## config.mk

```make
export PLATFORM = sky130hd
export DESIGN_NAME = array_deque_core_flat
export DESIGN_NICKNAME = d
export VERILOG_FILES = /design/src/rtl/adq_pkg.sv /design/src/rtl/adq_if.sv /design/src/rtl/array_deque_core.sv /design/src/flat_wrapper.sv
export SDC_FILE = /design/constraint.sdc
export NUM_CORES = 1
export LEC_CHECK = 0
export BUFFER_PORTS_ARGS = -buffer_cell sky130_fd_sc_hd__buf_2
export CORE_MARGIN = 2
export CORE_UTILIZATION = 35
export CTS_CLUSTER_DIAMETER = 80
export DETAILED_ROUTE_END_ITERATION = 10
export PLACE_DENSITY_LB_ADDON = 0.15
export SLEW_MARGIN = 10
export SYNTH_ARGS = -nofsm -noshare
export SYNTH_HDL_FRONTEND = slang
export SYNTH_SLANG_ARGS = --single-unit
```

## constraint.sdc

```tcl
create_clock -name clock -period 13.19 [get_ports clock]
set_input_delay 1.319 -clock clock [delete_from_list [all_inputs] [get_ports clock]]
set_output_delay 1.319 -clock clock [all_outputs]
set_load 0.02 [all_outputs]
```

## src/rtl/adq_pkg.sv

```systemverilog
// Shared types for the array deque: request modes and response status codes.
// No dependencies; every other file of the block refers to it by scoped names.
`default_nettype none

package adq_pkg;

   typedef enum logic [1:0] {
      MODE_PUSH_REAR  = 2'd0,
      MODE_POP_FRONT  = 2'd1,
      MODE_PUSH_FRONT = 2'd2,
      MODE_POP_REAR   = 2'd3
   } mode_type;

   typedef enum logic [1:0] {
      STATUS_OK        = 2'd0,
      STATUS_OVERFLOW  = 2'd1,
      STATUS_UNDERFLOW = 2'd2
   } status_type;

   localparam int unsigned ElementWidth = 32;
   localparam int unsigned FillWidth    = 4;

endpackage

`default_nettype wire

```

## src/rtl/adq_if.sv

```systemverilog
// Valid/ready channel interfaces for the array deque request and response.
// Depends on adq_pkg for the mode and status types.
`default_nettype none

interface adq_req_if;
   logic                                   valid;
   logic                                   ready;
   adq_pkg::mode_type                      mode;
   logic signed [adq_pkg::ElementWidth-1:0] element;

   modport source (output valid, output mode, output element, input ready);
   modport sink   (input valid, input mode, input element, output ready);
endinterface

interface adq_rsp_if;
   logic                                   valid;
   logic                                   ready;
   adq_pkg::status_type                    status;
   logic signed [adq_pkg::ElementWidth-1:0] popped_value;
   logic [adq_pkg::FillWidth-1:0]          fill_count;

   modport source (output valid, output status, output popped_value, output fill_count,
                   input ready);
   modport sink   (input valid, input status, input popped_value, input fill_count,
                   output ready);
endinterface

`default_nettype wire

```

## src/rtl/array_deque_core.sv

```systemverilog
// Array deque core: bounded double-ended queue in a linear slot memory.
// Depends on adq_pkg and the channel interfaces in adq_if.sv.
//
//   channel   direction  beat contents
//   req_bus   in         mode, element
//   rsp_bus   out        status, popped_value, fill_count
//
// A request beat updates the positions at once and issues at most one memory
// access: a write for a push, a registered read for a pop. The response appears
// in the cycle after the request, from the response register and the memory read
// register. A new request is taken whenever the response register is empty or its
// beat is taken in the same cycle; one request per cycle while rsp_bus is ready.
// Reset clears the positions and sets the deque empty; the slots need no clearing.
`default_nettype none

module array_deque_core #(
   parameter int unsigned DEPTH = 8
) (
   input  wire logic   clock,
   input  wire logic   reset,
   adq_req_if.sink     req_bus,
   adq_rsp_if.source   rsp_bus
);

   localparam int unsigned AW   = (DEPTH > 1) ? $clog2(DEPTH) : 1;
   localparam int unsigned CW   = (AW + 1 > adq_pkg::FillWidth) ? AW + 1 : adq_pkg::FillWidth;
   localparam logic [AW-1:0] LAST = AW'(DEPTH - 1);
   localparam int unsigned EW   = adq_pkg::ElementWidth;

   logic [EW-1:0] mem [DEPTH];

   logic [AW-1:0]  head_ff, head_in;
   logic [AW-1:0]  tail_ff, tail_in;
   logic           empty_ff, empty_in;
   logic           rsp_valid_ff;
   adq_pkg::status_type status_ff, status_in;
   logic [adq_pkg::FillWidth-1:0] fill_ff, fill_in;
   logic           pop_ok_ff, pop_ok_in;
   logic [EW-1:0]  rd_ff;

   logic           accept;
   logic           wr_en, rd_en;
   logic [AW-1:0]  wr_addr, rd_addr;
   logic [CW-1:0]  count;

   assign req_bus.ready = !rsp_valid_ff || rsp_bus.ready;
   assign accept        = req_bus.valid && req_bus.ready;

   always_comb begin
      head_in   = head_ff;
      tail_in   = tail_ff;
      empty_in  = empty_ff;
      status_in = adq_pkg::STATUS_OK;
      pop_ok_in = 1'b0;
      wr_en     = 1'b0;
      rd_en     = 1'b0;
      wr_addr   = '0;
      rd_addr   = '0;
      unique case (req_bus.mode) inside
         adq_pkg::MODE_PUSH_REAR, adq_pkg::MODE_PUSH_FRONT: begin
            if (empty_ff) begin
               wr_en    = 1'b1;
               head_in  = '0;
               tail_in  = '0;
               empty_in = 1'b0;
            end else if (req_bus.mode == adq_pkg::MODE_PUSH_REAR) begin
               if (tail_ff == LAST) begin
                  status_in = adq_pkg::STATUS_OVERFLOW;
               end else begin
                  wr_en   = 1'b1;
                  tail_in = tail_ff + 1'b1;
                  wr_addr = tail_ff + 1'b1;
               end
            end else begin
               if (head_ff == '0) begin
                  status_in = adq_pkg::STATUS_OVERFLOW;
               end else begin
                  wr_en   = 1'b1;
                  head_in = head_ff - 1'b1;
                  wr_addr = head_ff - 1'b1;
               end
            end
         end
         adq_pkg::MODE_POP_FRONT, adq_pkg::MODE_POP_REAR: begin
            if (empty_ff) begin
               status_in = adq_pkg::STATUS_UNDERFLOW;
            end else begin
               rd_en     = 1'b1;
               pop_ok_in = 1'b1;
               rd_addr   = (req_bus.mode == adq_pkg::MODE_POP_FRONT) ? head_ff : tail_ff;
               if (head_ff == tail_ff) begin
                  empty_in = 1'b1;
                  head_in  = '0;
                  tail_in  = '0;
               end else if (req_bus.mode == adq_pkg::MODE_POP_FRONT) begin
                  head_in = head_ff + 1'b1;
               end else begin
                  tail_in = tail_ff - 1'b1;
               end
            end
         end
         default: begin
            status_in = adq_pkg::STATUS_OK;
         end
      endcase
      count   = empty_in ? '0 : (CW'(tail_in) - CW'(head_in) + CW'(1));
      fill_in = count[adq_pkg::FillWidth-1:0];
   end

   always_ff @(posedge clock) begin
      if (accept && wr_en) begin
         mem[wr_addr] <= req_bus.element;
      end
      if (accept && rd_en) begin
         rd_ff <= mem[rd_addr];
      end
   end

   always_ff @(posedge clock) begin
      if (reset) begin
         head_ff      <= '0;
         tail_ff      <= '0;
         empty_ff     <= 1'b1;
         rsp_valid_ff <= 1'b0;
      end else begin
         if (accept) begin
            head_ff      <= head_in;
            tail_ff      <= tail_in;
            empty_ff     <= empty_in;
            rsp_valid_ff <= 1'b1;
         end else if (rsp_bus.ready) begin
            rsp_valid_ff <= 1'b0;
         end
      end
   end

   always_ff @(posedge clock) begin
      if (accept) begin
         status_ff <= status_in;
         fill_ff   <= fill_in;
         pop_ok_ff <= pop_ok_in;
      end
   end

   assign rsp_bus.valid        = rsp_valid_ff;
   assign rsp_bus.status       = status_ff;
   assign rsp_bus.popped_value = pop_ok_ff ? rd_ff : '0;
   assign rsp_bus.fill_count   = fill_ff;

   a_empty_home: assert property (@(posedge clock) disable iff (reset)
      empty_ff |-> (head_ff == '0 && tail_ff == '0))
      else $error("empty deque with nonzero positions");

   a_order: assert property (@(posedge clock) disable iff (reset)
      !empty_ff |-> head_ff <= tail_ff)
      else $error("head position beyond tail position");

   a_rsp_follows: assert property (@(posedge clock) disable iff (reset)
      accept |=> rsp_valid_ff)
      else $error("accepted request gave no response");

   a_no_false_underflow: assert property (@(posedge clock) disable iff (reset)
      (accept && !empty_ff) |=> status_ff != adq_pkg::STATUS_UNDERFLOW)
      else $error("underflow reported on a non-empty deque");

   a_pop_empties: assert property (@(posedge clock) disable iff (reset)
      (accept && pop_ok_in && head_ff == tail_ff) |=> empty_ff)
      else $error("removing the last element did not empty the deque");

endmodule

`default_nettype wire

```

## src/flat_wrapper.sv

```systemverilog
// flat-port wrapper written by rule: the top's interface ports become plain ports
module array_deque_core_flat 
#(
   parameter int unsigned DEPTH = 8
)
  (clock, reset, req_bus_valid, req_bus_mode, req_bus_element, req_bus_ready, rsp_bus_valid, rsp_bus_status, rsp_bus_popped_value, rsp_bus_fill_count, rsp_bus_ready);
  adq_req_if req_bus_i ();
  adq_rsp_if rsp_bus_i ();
  input  wire logic clock;
  input  wire logic reset;
  input wire logic [$bits(req_bus_i.valid)-1:0] req_bus_valid;
  input wire logic [$bits(req_bus_i.mode)-1:0] req_bus_mode;
  input wire logic [$bits(req_bus_i.element)-1:0] req_bus_element;
  output wire logic [$bits(req_bus_i.ready)-1:0] req_bus_ready;
  output wire logic [$bits(rsp_bus_i.valid)-1:0] rsp_bus_valid;
  output wire logic [$bits(rsp_bus_i.status)-1:0] rsp_bus_status;
  output wire logic [$bits(rsp_bus_i.popped_value)-1:0] rsp_bus_popped_value;
  output wire logic [$bits(rsp_bus_i.fill_count)-1:0] rsp_bus_fill_count;
  input wire logic [$bits(rsp_bus_i.ready)-1:0] rsp_bus_ready;
  assign req_bus_i.valid = req_bus_valid;
  assign req_bus_i.mode = req_bus_mode;
  assign req_bus_i.element = req_bus_element;
  assign req_bus_ready = req_bus_i.ready;
  assign rsp_bus_valid = rsp_bus_i.valid;
  assign rsp_bus_status = rsp_bus_i.status;
  assign rsp_bus_popped_value = rsp_bus_i.popped_value;
  assign rsp_bus_fill_count = rsp_bus_i.fill_count;
  assign rsp_bus_i.ready = rsp_bus_ready;
  array_deque_core #(.DEPTH(DEPTH)) u_core (.clock(clock), .reset(reset), .req_bus(req_bus_i), .rsp_bus(rsp_bus_i));
endmodule
```

==> results of run 1 <==
[layout make-up]
cell class / count / area, um2 / area share, %
Timing Repair Buffer: 91 / 490 / 3.37
Multi-Input combinational cell: 380 / 3300 / 22.7
Clock buffer: 37 / 862 / 5.92
Inverter: 15 / 56.3 / 0.387
Tap cell: 461 / 577 / 3.96
Clock inverter: 23 / 244 / 1.68
Antenna cell: 2 / 5.00 / 0.0344
Sequential cell: 303 / 9020 / 62.0
[metrics by stage]
step	total power, mW	worst slack (ns)	util [%]
after floorplan	1.16	8.30	-
after global placement	1.20	8.59	37.9
after detailed placement	1.21	8.46	37.9
after CTS	2.15	9.01	41.0
after global routing	2.19	8.77	41.0
final	2.12	8.94	41.0
[layer usage]
| layer | vias up | global-route usage (%) |
|---|---|---|
| li1 | 3207 | - |
| met1 | 3732 | 21.1 |
| met2 | 207 | 26.8 |
| met3 | 41 | 3.01 |
| met4 | 2 | 4.33 |
| met5 | - | 0 |
[tightest hold or removal path: stages (launching register included)]
cell and delay [ns]:
sky130_fd_sc_hd__dfxtp_1 0.31, sky130_fd_sc_hd__nand2b_1 0.10, sky130_fd_sc_hd__a21oi_1 0.07
[worst paths after layout]
path                                                         from  slack [ns]                                end
worst max-delay path                              req_bus_mode[1]        8.94         u_core.rd_ff[16]$_DFFE_PP_
worst min-delay path            u_core.rsp_bus.valid$_SDFFE_PP0P_        0.52  u_core.rsp_bus.valid$_SDFFE_PP0P_
worst max register to register       u_core.empty_ff$_SDFFE_PP1P_        9.57         u_core.rd_ff[16]$_DFFE_PP_
worst min register to register  u_core.rsp_bus.valid$_SDFFE_PP0P_        0.52  u_core.rsp_bus.valid$_SDFFE_PP0P_
[registers in the layout, indices dropped and copies added, names as in the netlist]
| register | count |
|---|---|
| u_core.pop_ok_ff | 1 |
| u_core.rd_ff | 32 |
| u_core.head_ff | 3 |
| u_core.mem | 256 |
| u_core.rsp_bus.valid | 1 |
| u_core.rsp_bus.status | 2 |
| u_core.rsp_bus.fill_count | 4 |
| u_core.empty_ff | 1 |
| u_core.tail_ff | 3 |
[report_power, final]
group / leakage, nW / internal, mW / switching, mW
clock network: 0.529 / 0.555 / 0.379
logic: 1.75 / 0.0360 / 0.0732
registers: 2.74 / 1.07 / 0.00647
[cells in the final DEF, fill, tap and decap left out, types with 14 or more instances in the layout]
master,Yosys,final
sky130_fd_sc_hd__a21boi_0,32,32
sky130_fd_sc_hd__a221oi_1,33,33
sky130_fd_sc_hd__and2_1,35,35
sky130_fd_sc_hd__and3_1,68,64
sky130_fd_sc_hd__buf_2,11,77
sky130_fd_sc_hd__buf_4,0,14
sky130_fd_sc_hd__clkbuf_16,0,34
sky130_fd_sc_hd__edfxtp_1,295,295
sky130_fd_sc_hd__inv_1,15,14
sky130_fd_sc_hd__mux4_2,32,32
sky130_fd_sc_hd__o2bb2ai_1,32,32
sky130_fd_sc_hd__o31ai_1,33,33
[cells by family after synthesis]
logic type	after synthesis	share of synthesized area, %
DFF	303	71.6
buffers and inverters	76	2.63
and+or+nand+nor	157	7.39
xor gates and xnor gates	5	0.348
adders and majority gates	14	1.45
muxes	39	6.32
AOI/OAI and AO/OA	165	10.3
==> reports/qor.log, run 1 <==
[outcome] status finished, final reports clean
[critical_path] crit path launch type input port
[clocking] Post-CTS Setup Bufs 0
[synth] top-count cell post-synth sky130_fd_sc_hd__edfxtp_1
[drt] 1st-pass router iterations 5
[synth] post-synthesis sequential area ratio 71.6%
[sta] RSZ-0062 raised after global routing false
[critical_path] family of cells with the greatest summed delay on the critical path buffers and inverters
[drt] post-detailed-routing wire length 30000 um
[drt] routed via count 7189
[clocking] hold-fix buffers at CTS 0
[drt] wire per inst 22.9 um
[placement] IO Port Bufs 77
[finish] Layout Cells excl Fill 1312
[synth] post-synthesis register bit count 303
[global_route] total global routing overflow 0
[sta] slew at the pin closest to its max-slew limit 1.14 ns
[critical_path] cell depth of the worst setup path 7
[synth] number of flops mapped to enable cells by yosys 295
[critical_path] largest incremental delay on the critical path 0.72 ns
[synth] area share of the leading cell type in the synthesized netlist 70.3%
[drt] count of routing violations after the opening detailed-route iteration 512
[critical_path] cell count of the worst reg-to-reg path 7
[synth] post-synthesis average cell area 16.6 um2
[clocking] total of cells resized after clock tree synthesis 0
[finish] share of post-route cells with drive strength above 1 23.0%
[finish] fillcell total 3200
[die] die width 194 um
[sta] shortest clock period the worst path allows after layout 4.25 ns
[drt] Detail Route met2 WL 14800 um
[critical_path] critical path type in -> reg
[synth] post-synthesis instance total 759
[clocking] number of buffers inserted during clock tree synthesis 34
[sta] final-report setup violation count 0
[critical_path] required time of the critical path 13.45 ns
[synth] top post-synthesis cells by area sky130_fd_sc_hd__edfxtp_1, sky130_fd_sc_hd__mux4_2, sky130_fd_sc_hd__and3_1, sky130_fd_sc_hd__a221oi_1, sky130_fd_sc_hd__o2bb2ai_1
[clocking] cell chosen for the clock root sky130_fd_sc_hd__clkbuf_16
[clocking] Max H-tree Level 2
[die] full die area 37500 um2
[synth] Post-synth top flop sky130_fd_sc_hd__edfxtp_1
[synth] combined area of all synthesized cells 12600 um2
[critical_path] most frequent cell on the critical path sky130_fd_sc_hd__buf_4
[finish] Finished Cell Area 14600 um2
[synth] unique cell type count in the Yosys netlist 46
[die] total core area 35500 um2
[die] num rows 69
[critical_path] combined buffer and inverter count along the critical path 3
[drt] remaining routing DRC violations 0
[die] Die Y 194 um
[clocking] clock tree from TritonCTS built
[power_and_ir_drop] maximum vdd ir drop 0.0000861 V
[drt] routed vias/inst 5.48
[finish] number of nets in the final layout 877
[clocking] CTS clock-pin slew for the worst setup and hold paths 0.06 ns
[hold_path] Hold/Removal Path Class reg -> reg
[global_route] vias in the first global route 7471
[die] initial standard-cell utilization of the core 35.5%
[placement] # placed instances 1250
[global_route] antenna violations before repair 3
[synth] Synth async-reset ratio 0%
[clocking] Max Root-Sink Buffers 3
[placement] Post-Place Cell Area 13400 um2
[placement] HPWL after DPL 15700 um
[drt] highest metal layer used by the detailed router met5
[hold_path] number of cells traversed by the worst hold path 2
[finish] synth-to-layout area growth 15.5%
[drt] Detail Route Antenna Nets 0
[global_route] maximum number of pins on one net before global-route repair 103
[critical_path] peak fanout along the critical path 97
[die] Ports 78
[run] max-capacitance violation count 0
[clocking] latest clock arrival within the worst-skew pair 0.52 ns
[sta] final cycle utilization of the critical path 32.2%
[sta] total negative slack 0 ns
[drt] met1 wire length 13000 um
[sta] max_slew headroom 24.1%
[critical_path] Slowest cell on crit path sky130_fd_sc_hd__nand2_2
[placement] Placer Congestion 0.800
[sta] final hold viol count 0
[sta] count of pins over their slew limit 0
[global_route] Overall Global Routing Usage 15.9%
[drt] amount of wire on met3 after detailed routing 1630 um
[power_and_ir_drop] leakage power 5.02 nW
[clocking] number of clock sinks 303
[power_and_ir_drop] power per unit of standard cell area 146 nW/um2
[synth] Synthesis Warnings 0
[sta] WHS 0.523 ns
[synth] leading area contributor after synthesis sky130_fd_sc_hd__edfxtp_1
[critical_path] endpoint class of the critical path register
[global_route] global-route wire length before repair 45700 um
[critical_path] series of cell instances along the critical path buf_2, mux2_2, buf_4, nand2_2, buf_4, mux4_2, o2bb2ai_1
[synth] total nets after synthesis 811
[synth] cell types with the highest counts after synthesis sky130_fd_sc_hd__edfxtp_1, sky130_fd_sc_hd__and3_1, sky130_fd_sc_hd__clkbuf_1
[sta] highest clock frequency the design can meet 236 MHz
[critical_path] data arrival at the endpoint of the critical path 4.51 ns
[sta] maximum clock skew at final layout 0.0168 ns
Power figures use the tool's default switching activity.
==> inputs of run 2 (changes only) <==
==> constraint.sdc (replaced) <==
create_clock -name clock -period 4.05 [get_ports clock]
set_input_delay 0.405 -clock clock [delete_from_list [all_inputs] [get_ports clock]]
set_output_delay 0.405 -clock clock [all_outputs]
set_load 0.02 [all_outputs]
==> reports/qor.log, run 2 (synthesis results as in run 1) <==
[outcome] status finished, final reports clean
[sta] final-report setup violation count 0
[power_and_ir_drop] Net Sw Frac 22.0%
[drt] post-detailed-routing wire length 29700 um
[critical_path] combined buffer and inverter count along the critical path 2
[clocking] hold-fix buffers at CTS 0
[drt] remaining routing DRC violations 0
[global_route] Overall Global Routing Usage 15.7%
[critical_path] data arrival at the endpoint of the critical path 3.61 ns
[sta] total negative slack 0 ns
[hold_path] startpoint of the worst hold path req_bus_valid
[finish] register ranked first by flip-flop count u_core.mem
[placement] HPWL after DPL 17600 um
[power_and_ir_drop] combinational power share 5.5%
[global_route] maximum number of pins on one net before global-route repair 97
[critical_path] setup slack of the most critical reg-to-reg path 0.63 ns
[critical_path] crit path launch type register
[finish] final core utilization 41.1%
[global_route] vias in the first global route 7677
[power_and_ir_drop] power per unit of standard cell area 452 nW/um2
[critical_path] largest incremental delay on the critical path 0.95 ns
[sta] final hold viol count 0
[clocking] latest clock arrival within the worst-skew pair 0.50 ns
[finish] synth-to-layout area growth 15.9%
[critical_path] Slowest cell on crit path sky130_fd_sc_hd__a2111oi_0
[finish] number of nets in the final layout 888
[critical_path] critical path type reg -> reg
[critical_path] peak fanout along the critical path 21
[clocking] clock tree from TritonCTS built
[drt] Detail Route Antenna Nets 0
[clocking] total of cells resized after clock tree synthesis 0
[drt] routed vias/inst 5.41
[clocking] number of clock sinks 303
[critical_path] Reg-to-Reg Start u_core.head_ff[0]$_SDFFE_PP0P_
[clocking] Max H-tree Level 2
[global_route] antenna violations before repair 1
[global_route] global-route wire length before repair 45700 um
[finish] share of post-route cells with drive strength above 1 23.7%
[sta] maximum clock skew at final layout 0.0151 ns
[finish] most common cell after layout, fill and taps aside sky130_fd_sc_hd__edfxtp_1
[critical_path] series of cell instances along the critical path inv_1, ha_1, or3b_2, a311oi_1, a2111oi_0, and3_2, buf_12
[power_and_ir_drop] switching power total 1.45 mW
[die] Ports 78
[sta] max_slew headroom 29.0%
[placement] IO Port Bufs 77
[power_and_ir_drop] fraction of power consumed by the clock network 41.3%
[power_and_ir_drop] maximum vdd ir drop 0.000264 V
[sta] shortest clock period the worst path allows after layout 3.42 ns
[hold_path] Worst Hold Path EP u_core.rsp_bus.valid$_SDFFE_PP0P_
[clocking] number of buffers inserted during clock tree synthesis 34
[power_and_ir_drop] sequential share of power 53.2%
[placement] Placer Congestion 0.811
[finish] antenna cell count 0
[critical_path] endpoint class of the critical path register
[power_and_ir_drop] leakage power 5.07 nW
[finish] fillcell total 3204
[finish] Layout Cells excl Fill 1319
[drt] 1st-pass router iterations 5
[critical_path] cell count of the worst reg-to-reg path 7
[run] max-capacitance violation count 0
[hold_path] Hold/Removal Path Class in -> reg
[critical_path] family of cells with the greatest summed delay on the critical path compound AO/OA/AOI/OAI gates
[die] initial standard-cell utilization of the core 35.5%
[finish] Finished Cell Area 14600 um2
[sta] RSZ-0062 raised after global routing false
[drt] routed via count 7138
[clocking] Max Root-Sink Buffers 3
[drt] wire per inst 22.5 um
[sta] count of pins over their slew limit 0
[global_route] total global routing overflow 0
[sta] final cycle utilization of the critical path 84.4%
[critical_path] terminus of the critical flop-to-flop path u_core.mem[1][2]$_DFFE_PP_
[die] Die Y 194 um
[drt] count of routing violations after the opening detailed-route iteration 544
[clocking] Post-CTS Setup Bufs 0
[critical_path] required time of the critical path 4.24 ns
[clocking] CTS clock-pin slew for the worst setup and hold paths 0.06 ns
[power_and_ir_drop] internal power component 5.14 mW
[placement] Post-Place Cell Area 13600 um2
[clocking] cell chosen for the clock root sky130_fd_sc_hd__clkbuf_16
[sta] slew at the pin closest to its max-slew limit 1.04 ns
[placement] # placed instances 1261
[die] num rows 69
[die] full die area 37500 um2
[finish] most frequent cells in the layout sky130_fd_sc_hd__edfxtp_1, sky130_fd_sc_hd__buf_2, sky130_fd_sc_hd__and3_1
[sta] highest clock frequency the design can meet 293 MHz
[die] total core area 35500 um2
[hold_path] number of cells traversed by the worst hold path 3
[finish] max reg flops 256
[die] die width 194 um
==> run 2: changes by cell type in the layout (fill, tap and decap cells not counted), sizes merged <==
cell      previous run  this run
bufinv               4         0
buf                 91       102
clkinvlp             4         1
inv                 17        15
diode                2         0
clkinv              13        20
==> run 2: power by group through the flow <==
stage	Combinational, mW	Clock (mW)	Sequential [mW]
final	0.363	2.72	3.51
after global routing	0.399	2.91	3.51
after CTS	0.368	2.80	3.51
after detailed placement	0.366	0	3.57
after floorplan	0.209	0	3.57
after global placement	0.361	0	3.57
==> run 2: tightest hold or removal path, delay by kind of cell <==
kind | cells | cell delay [ns]
AOI/OAI and AO/OA | 1 | 0.05
buffers and inverters | 2 | 0.14
==> run 2: cell type report <==
type	instances	area [um2]	area share (%)
Clock inverter	21	114	0.780
Tap cell	461	577	3.95
Sequential cell	303	9020	61.8
Inverter	15	56.3	0.386
Timing Repair Buffer	102	673	4.61
Clock buffer	37	862	5.90
Multi-Input combinational cell	380	3300	22.6
==> run 2: layer usage <==
layer	GRT usage [%]	wire, um	vias up
met2	26.5	14600	186
met4	4.89	616	2
met3	2.57	1310	41
met5	0	13	-
met1	20.7	13100	3683
li1	-	-	3226
==> run 2: per-stage QoR <==
stage | setup WS [ns] | power, mW | hold WS [ns]
3_3_place_gp | 0.801 | 3.93 | 0.500
5_1_grt | 0.385 | 6.82 | 0.144
2_1_floorplan | -0.348 | 3.78 | 0.504
6_report | 0.633 | 6.59 | 0.164
3_5_place_dp | 0.653 | 3.94 | 0.530
4_1_cts | 0.627 | 6.68 | 0.137
==> run 2: worst max path at each step <==
stage                              startpoint                                          to  depth (start not counted)
3_5_place_dp   u_core.head_ff[0]$_SDFFE_PP0P_                  u_core.mem[1][7]$_DFFE_PP_                          7
6_report       u_core.head_ff[0]$_SDFFE_PP0P_                  u_core.mem[1][2]$_DFFE_PP_                          7
3_3_place_gp   u_core.tail_ff[0]$_SDFFE_PP0P_  u_core.rsp_bus.fill_count[3]$_SDFFCE_PP0P_                         13
4_1_cts        u_core.head_ff[0]$_SDFFE_PP0P_                  u_core.mem[1][2]$_DFFE_PP_                          7
2_1_floorplan  u_core.head_ff[0]$_SDFFE_PP0P_                  u_core.mem[4][0]$_DFFE_PP_                          6
5_1_grt        u_core.head_ff[0]$_SDFFE_PP0P_                  u_core.mem[1][2]$_DFFE_PP_                          7
==> inputs of run 3 (changes only) <==
==> constraint.sdc (replaced) <==
create_clock -name clock -period 2.95 [get_ports clock]
set_input_delay 0.295 -clock clock [delete_from_list [all_inputs] [get_ports clock]]
set_output_delay 0.295 -clock clock [all_outputs]
set_load 0.02 [all_outputs]
==> reports/qor.log, run 3 (synthesis results as in run 1) <==
[sta] max_slew headroom 58.5%
[global_route] global-route wire length before repair 47300 um
[sta] final hold viol count 0
[finish] most frequent cells in the layout sky130_fd_sc_hd__edfxtp_1, sky130_fd_sc_hd__buf_2, sky130_fd_sc_hd__and3_1
[clocking] hold-fix buffers at CTS 0
[placement] HPWL after DPL 18500 um
[finish] number of nets in the final layout 923
[finish] Finished Cell Area 15100 um2
[finish] most common cell after layout, fill and taps aside sky130_fd_sc_hd__edfxtp_1
[sta] WHS 0.0289 ns
[clocking] number of buffers inserted during clock tree synthesis 34
[global_route] total global routing overflow 0
[finish] synth-to-layout area growth 20.0%
[drt] 1st-pass router iterations 4
[power_and_ir_drop] power per unit of standard cell area 609 nW/um2
[critical_path] critical path type reg -> reg
[sta] maximum clock skew at final layout 0.00877 ns
[clocking] clock tree from TritonCTS built
[critical_path] cell count of the worst reg-to-reg path 8
[die] total core area 35500 um2
[drt] amount of wire on met3 after detailed routing 1580 um
[power_and_ir_drop] leakage power 5.29 nW
[die] Die Y 194 um
[sta] final-report setup violation count 0
[placement] # placed instances 1296
[critical_path] crit path launch type register
[drt] count of routing violations after the opening detailed-route iteration 504
[sta] slew at the pin closest to its max-slew limit 0.622 ns
[sta] count of pins over their slew limit 0
[hold_path] number of cells traversed by the worst hold path 3
[sta] shortest clock period the worst path allows after layout 2.77 ns
[run] max-capacitance violation count 0
[placement] Placer Congestion 0.791
[finish] Layout Cells excl Fill 1357
[drt] Detail Route Antenna Nets 0
[placement] Post-Place Cell Area 14100 um2
[critical_path] peak fanout along the critical path 19
[clocking] latest clock arrival within the worst-skew pair 0.51 ns
[power_and_ir_drop] maximum vdd ir drop 0.000441 V
[clocking] Max Root-Sink Buffers 3
[sta] RSZ-0062 raised after global routing false
[drt] wire per inst 23.1 um
[global_route] maximum number of pins on one net before global-route repair 40
[hold_path] Worst Hold Path EP u_core.rsp_bus.valid$_SDFFE_PP0P_
[drt] met1 wire length 13700 um
[placement] IO Port Bufs 77
[sta] final cycle utilization of the critical path 93.9%
[sta] total negative slack 0 ns
[global_route] vias in the first global route 7741
[clocking] number of clock sinks 303
[finish] antenna cell count 0
[hold_path] Hold/Removal Path Class in -> reg
[drt] remaining routing DRC violations 0
[critical_path] data arrival at the endpoint of the critical path 2.98 ns
[critical_path] required time of the critical path 3.16 ns
[drt] highest metal layer used by the detailed router met4
[finish] register ranked first by flip-flop count u_core.mem
[sta] highest clock frequency the design can meet 361 MHz
[finish] max reg flops 256
[clocking] cell chosen for the clock root sky130_fd_sc_hd__clkbuf_16
[critical_path] Reg-to-Reg Start u_core.head_ff[0]$_SDFFE_PP0P_
[die] die width 194 um
[global_route] Overall Global Routing Usage 16.6%
[finish] share of post-route cells with drive strength above 1 27.9%
[drt] routed via count 7280
[power_and_ir_drop] Power Total 9.21 mW
[critical_path] endpoint class of the critical path register
[clocking] CTS clock-pin slew for the worst setup and hold paths 0.06 ns
[critical_path] setup slack of the most critical reg-to-reg path 0.18 ns
[die] full die area 37500 um2
[drt] post-detailed-routing wire length 31400 um
[outcome] status finished, final reports clean
[clocking] Max H-tree Level 2
[drt] Detail Route met2 WL 15300 um
[die] Ports 78
[global_route] antenna violations before repair 1
[die] initial standard-cell utilization of the core 35.5%
[drt] routed vias/inst 5.36
[hold_path] startpoint of the worst hold path req_bus_valid
[die] num rows 69
[critical_path] terminus of the critical flop-to-flop path u_core.mem[4][9]$_DFFE_PP_
==> run 3: cell types whose count changed in the layout (fill, tap and decap cells not counted), sizes merged <==
cell      delta
clkbuf       +4
clkinv       -4
clkinvlp     +1
buf         +35
inv          +2
==> run 3: critical path, cell delays in order (launching register included) <==
cell	delay [ns]
sky130_fd_sc_hd__dfxtp_4	0.34
sky130_fd_sc_hd__inv_2	0.03
sky130_fd_sc_hd__ha_1	0.20
sky130_fd_sc_hd__buf_4	0.13
sky130_fd_sc_hd__or3b_4	0.38
sky130_fd_sc_hd__a311oi_2	0.46
sky130_fd_sc_hd__o2111ai_4	0.32
sky130_fd_sc_hd__nor3_4	0.35
sky130_fd_sc_hd__buf_12	0.23
==> run 3: routing by layer <==
layer	up-vias	global-route usage [%]
met1	3720	22.1
met3	61	2.87
met4	0	5.60
met2	208	27.6
li1	3291	-
met5	-	0
==> run 3: worst max path at each step <==
stage | start | end | slack [ns] | cells after the start
final | u_core.head_ff[0]$_SDFFE_PP0P_ | u_core.mem[4][9]$_DFFE_PP_ | 0.18 | 8
after global placement | u_core.tail_ff[0]$_SDFFE_PP0P_ | u_core.rsp_bus.fill_count[3]$_SDFFCE_PP0P_ | 0.02 | 13
after global routing | u_core.tail_ff[0]$_SDFFE_PP0P_ | u_core.rsp_bus.fill_count[3]$_SDFFCE_PP0P_ | 0.003 | 13
after detailed placement | u_core.tail_ff[0]$_SDFFE_PP0P_ | u_core.rsp_bus.fill_count[3]$_SDFFCE_PP0P_ | 0.03 | 13
after floorplan | u_core.tail_ff[1]$_SDFFE_PP0P_ | u_core.mem[1][0]$_DFFE_PP_ | 0.008 | 7
after CTS | u_core.tail_ff[0]$_SDFFE_PP0P_ | u_core.rsp_bus.fill_count[3]$_SDFFCE_PP0P_ | 0.002 | 13
==> run 3: cell type report <==
class,count,area [um2]
clock buffers,41,898
clock inverters,20,114
fillers,3191,20400
inverters,15,56.3
multi-input cells,380,3380
flip-flops and latches,303,9030
well taps,461,577
repair buffers,137,1060
==> run 3: repair_timing <==
action	4_1_cts	5_1_grt
pin swaps	0	5
setup endpoints to repair	1	124
buffers inserted	0	0
resized for setup	1	10
==> run 3: metrics by stage <==
stage | utilization, % | setup slack, ns
2_1_floorplan | - | 0.00801
3_3_place_gp | 39.7 | 0.0218
6_report | 42.6 | 0.180
3_5_place_dp | 39.7 | 0.0271
4_1_cts | 42.5 | 0.00158
5_1_grt | 42.6 | 0.00284
==> run 3: power breakdown <==
group | switching [mW] | leakage, nW | internal [mW]
sequential | 0.0181 | 2.74 | 4.78
combinational | 0.365 | 2.06 | 0.221
clock | 1.64 | 0.497 | 2.18
total | 2.02 | 5.29 | 7.19
